## src/rtl/wrp_pkg.sv

```systemverilog
// shared types and constants for the weighted pick table
package wrp_pkg;
   typedef enum logic [1:0] {
      OP_CLEAR    = 2'd0,
      OP_ADD      = 2'd1,
      OP_FINALIZE = 2'd2,
      OP_DRAW     = 2'd3
   } opcode_type;

   typedef enum logic [1:0] {
      ST_OK      = 2'd0,
      ST_FULL    = 2'd1,
      ST_TOO_BIG = 2'd2,
      ST_NO_DROP = 2'd3
   } status_type;

   localparam int RATE_W = 28;
   localparam int INFO_W = 56;
   localparam logic [RATE_W-1:0] RATE_MAX = {RATE_W{1'b1}};
   localparam logic [0:0] CSR_TABLE_SIZE = 1'b0;
endpackage

```

## src/rtl/wrp_divider.sv

```systemverilog
// restoring divider: remainder of a 32-bit word by a 17-bit divisor, one bit a cycle
module wrp_divider
   import wrp_pkg::*;
(
   input  logic        clock,
   input  logic        reset,
   input  logic        start,
   input  logic [31:0] dividend,
   input  logic [16:0] divisor,
   output logic        done,
   output logic [16:0] remainder
);
   logic [31:0] quot_ff;
   logic [17:0] rem_ff;
   logic [16:0] div_ff;
   logic [5:0]  cnt_ff;
   logic        run_ff;
   logic        done_ff;
   logic [17:0] shifted;
   logic [17:0] diff;

   // one shift and trial subtract per cycle
   assign shifted = {rem_ff[16:0], quot_ff[31]};
   assign diff    = shifted - {1'b0, div_ff};

   always_ff @(posedge clock) begin
      if (reset) begin
         run_ff  <= 1'b0;
         done_ff <= 1'b0;
         cnt_ff  <= '0;
      end else begin
         done_ff <= 1'b0;
         if (start) begin
            run_ff <= 1'b1;
            cnt_ff <= 6'd32;
         end else if (run_ff) begin
            cnt_ff <= cnt_ff - 6'd1;
            if (cnt_ff == 6'd1) begin
               run_ff  <= 1'b0;
               done_ff <= 1'b1;
            end
         end
      end
   end

   always_ff @(posedge clock) begin
      if (start) begin
         quot_ff <= dividend;
         rem_ff  <= '0;
         div_ff  <= divisor;
      end else if (run_ff) begin
         quot_ff <= {quot_ff[30:0], 1'b0};
         rem_ff  <= diff[17] ? shifted : diff;
      end
   end

   assign done      = done_ff;
   assign remainder = rem_ff[16:0];
endmodule

```

## config.mk

```make
export PLATFORM = sky130hd
export DESIGN_NAME = wrp_divider
export DESIGN_NICKNAME = d
export VERILOG_FILES = /design/src/rtl/wrp_pkg.sv /design/src/rtl/wrp_divider.sv
export SDC_FILE = /design/constraint.sdc
export NUM_CORES = 1
export LEC_CHECK = 0
export BUFFER_PORTS_ARGS = -buffer_cell sky130_fd_sc_hd__buf_4
export CAP_MARGIN = 20
export CORE_UTILIZATION = 63
export CTS_BUF_LIST = sky130_fd_sc_hd__clkbuf_4 sky130_fd_sc_hd__clkbuf_8
export DETAILED_ROUTE_END_ITERATION = 12
export PLACE_DENSITY = 0.88
export SETUP_SLACK_MARGIN = 0.02
export SYNTH_ARGS = -nofsm -noshare
export SYNTH_HDL_FRONTEND = slang
export SYNTH_SLANG_ARGS = --single-unit
```

## constraint.sdc

```tcl
create_clock -name clock -period 3.5 [get_ports clock]
set_input_delay 0.35 -clock clock [delete_from_list [all_inputs] [get_ports clock]]
set_output_delay 0.35 -clock clock [all_outputs]
set_load 0.005 [all_outputs]
```

==> flow_summary.yaml <==
status:
  status: "complete, no violations"
detailed_routing:
  drc: 0
  vias_per_cell: 6.226
  wire_per_inst_um: 17.50
  drt_iter0_markers: 225
  antenna_left: 0
  first_pass_iters: 4
  vias: 3256
  wl_um: 9155
sta:
  setup_slack_ns: 0.7215
  post-route-period-util: 0.7939
  max_freq_mhz: 359.9
  fin_worst_skew_ns: 0.01110
  whs_ns: 0.1637
  fin_crit_ns: 2.778
  rsz0062_at_grt: "false"
  finalSetupViolCount: 0
  hold_viol: 0
  tightest_slew_ns: 0.9449
  finalSetupTns_ns: 0
  drv_slew: 0
  timing.slew.headroom: 0.3653
yosys:
  synth_edf_count: 49
  yosys_warnings: 0
  synth_top_flop_cell: "edfxtp_1"
  postSynthAreaPerCell_um2: 10.75
  synth_area_mm2: 0.004043
  synthCells: 376
  async_reset_ff_frac: 0
  yosysUniqueCellTypes: 52
  syn_nets: 448
  ys_ff_latch: 74
  ys_seq_area_frac: 0.4878
floorplan:
  die-area_mm2: 0.006741
  die_h_um: 82.11
  rows: 28
  fp.dieW_um: 82.11
  initial_utilization: 0.6670
  num_io_pins: 70
  coreArea_mm2: 0.006061
hold_path:
  hold_path_depth: 2
  hp-class: "in2reg"
clocking:
  hold_buffers: 0
  post_cts_buffers: 0
  cts_resized: 0
  clkTransAtPathRegs_ns: 0.08
  clock_latency_ns: 0.35
  clockBufferDepth: 2
  cts_root_buf: "clkbuf_8"
  cts_tree: "done"
  htree_levels: 3
  numCtsBuffers: 9
  cts_num_sinks: 74
power:
  p_comb_frac: 0.230
  clkPwrFrac: 0.303
  p_total_mw: 2.286
  p_leak_nw: 1.964
  p_seq_frac: 0.467
  power.density_mw_per_mm2: 473.9
  swShare: 0.2879
  internal-power_mw: 1.628
  power_switching_uw: 658.2
  peakVddDrop_uv: 334.5
finish:
  design_area_mm2: 0.004825
  n_antenna_cell: 0
  layout-drive-gt1-share: 0.2991
  register_area_mm2: 0.001972
  fill_cells: 398
  fin_util: 0.7960
  multiInputGateArea_mm2: 0.001911
  stdcell_count: 523
  nets: 515
  area_growth_pct: 19.34
grt:
  grt_pass1_wl_um: 14790
  grt_pass1_vias: 3203
  grt_max_degree: 38
  antenna_found_initial: 0
  grt_overflow: 0
  track_usage: 0.2975
setup_path:
  path_class: "reg2reg"
  cp_max_fo: 19
  r2r-start: "div_ff[10]"
  startpoint: "div_ff[10]"
  timing.rr.end: "rem_ff[14]"
  rr_worst_depth: 8
  critPathCaptureType: "flop"
  crit_required_ns: 3.73
  start_kind: "flop"
  endpoint: "rem_ff[14]"
  cp.arrival_ns: 3.01
  rrSetupSlack_ns: 0.72
place:
  dp_slack_ns: 0.8047
  place_inst: 507
  gp_congestion: 0.8946
  dp_hpwl_um: 6462
  port_buffers: 69
  postPlaceCellArea_mm2: 0.004618
job:
  cap_violations: 0
==> worst max-delay path, stage by stage (launching register included) <==
cell and delay, ns:
edfxtp_1 0.33, inv_1 0.04, ha_1 0.37, a21oi_2 0.19, o21ai_2 0.09, a21o_1 0.26
nor4_4 0.84, a2111oi_0 0.17, a2111oi_0 0.36
==> power by group through the flow <==
stage	Clock [mW]	Combinational, mW	Sequential (mW)
after floorplan	0	0.355	1.08
after global placement	0	0.493	1.08
after detailed placement	0	0.514	1.09
after CTS	0.690	0.518	1.07
after global routing	0.724	0.580	1.08
final	0.692	0.526	1.07
==> layout make-up <==
type / count / share of cell area
sequential: 74 / 0.4087
multi-input combinational: 261 / 0.3960
timing repair buffer: 74 / 0.1151
clock buffer: 12 / 0.03164
tap: 75 / 0.01945
inverter: 23 / 0.01789
clock inverter: 4 / 0.01115
==> cells in the final DEF, fill, tap and decap left out, drive strengths merged, types with 5 or more instances in the layout <==
master | netlist | routed
inv | 23 | 23
clkbuf | 14 | 12
nand2b | 5 | 5
nand2 | 21 | 21
o21ai | 25 | 25
a311oi | 11 | 11
edfxtp | 49 | 49
xnor2 | 8 | 8
nor2 | 35 | 35
nand3 | 10 | 10
a21oi | 21 | 21
dfxtp | 25 | 25
ha | 19 | 19
buf | 4 | 74
mux2 | 31 | 31
a21o | 5 | 5
nor3 | 6 | 6
==> worst min path at each step <==
stage,startpoint,to
floorplan,reset,cnt_ff[5]
global placement,cnt_ff[1],cnt_ff[1]
detailed placement,rem_ff[9],rem_ff[9]
CTS,reset,run_ff
global route,divisor[5],div_ff[5]
finish,reset,run_ff
==> layer usage <==
layer	vias to the layer above	track usage	wire length (µm)
li1	1535	-	-
met1	1568	0.3438	3774
met2	128	0.5231	4632
met3	25	0.07802	529
met4	0	0.1175	219
met5	-	0	0
==> synthesized netlist by cell type, types with 4 or more instances <==
cell type,instances,area [µm²]
edfxtp_1,49,1471
nor2_1,35,131.4
mux2_2,31,349.1
dfxtp_1,25,500.5
inv_1,23,86.33
o21ai_0,23,115.1
nand2_1,21,78.83
ha_1,19,237.7
a21oi_1,16,80.08
clkbuf_1,14,52.55
a311oi_1,11,96.34
nand3_1,10,50.05
xnor2_1,8,70.07
nor3_1,6,30.03
a21o_1,5,37.54
a21oi_2,5,43.79
nand2b_1,5,31.28
and2_1,4,25.02
nand4_1,4,25.02
o211ai_1,4,30.03
o21a_1,4,30.03
or4_1,4,30.03
xor2_1,4,35.03
==> registers in the layout, indices dropped and copies added, names as in the netlist <==
signal,count
div_ff,17
cnt_ff,6
done,1
quot_ff,32
rem_ff,17
run_ff,1
==> kinds of logic after synthesis <==
logic type,synth area share
AOI/OAI and AO/OA,0.1644
xor gates and xnor gates,0.02600
adders and majority gates,0.06376
buffers and inverters,0.03962
DFF,0.4878
muxes,0.08883
and+or+nand+nor,0.1297
Power figures use the tool's default switching activity.
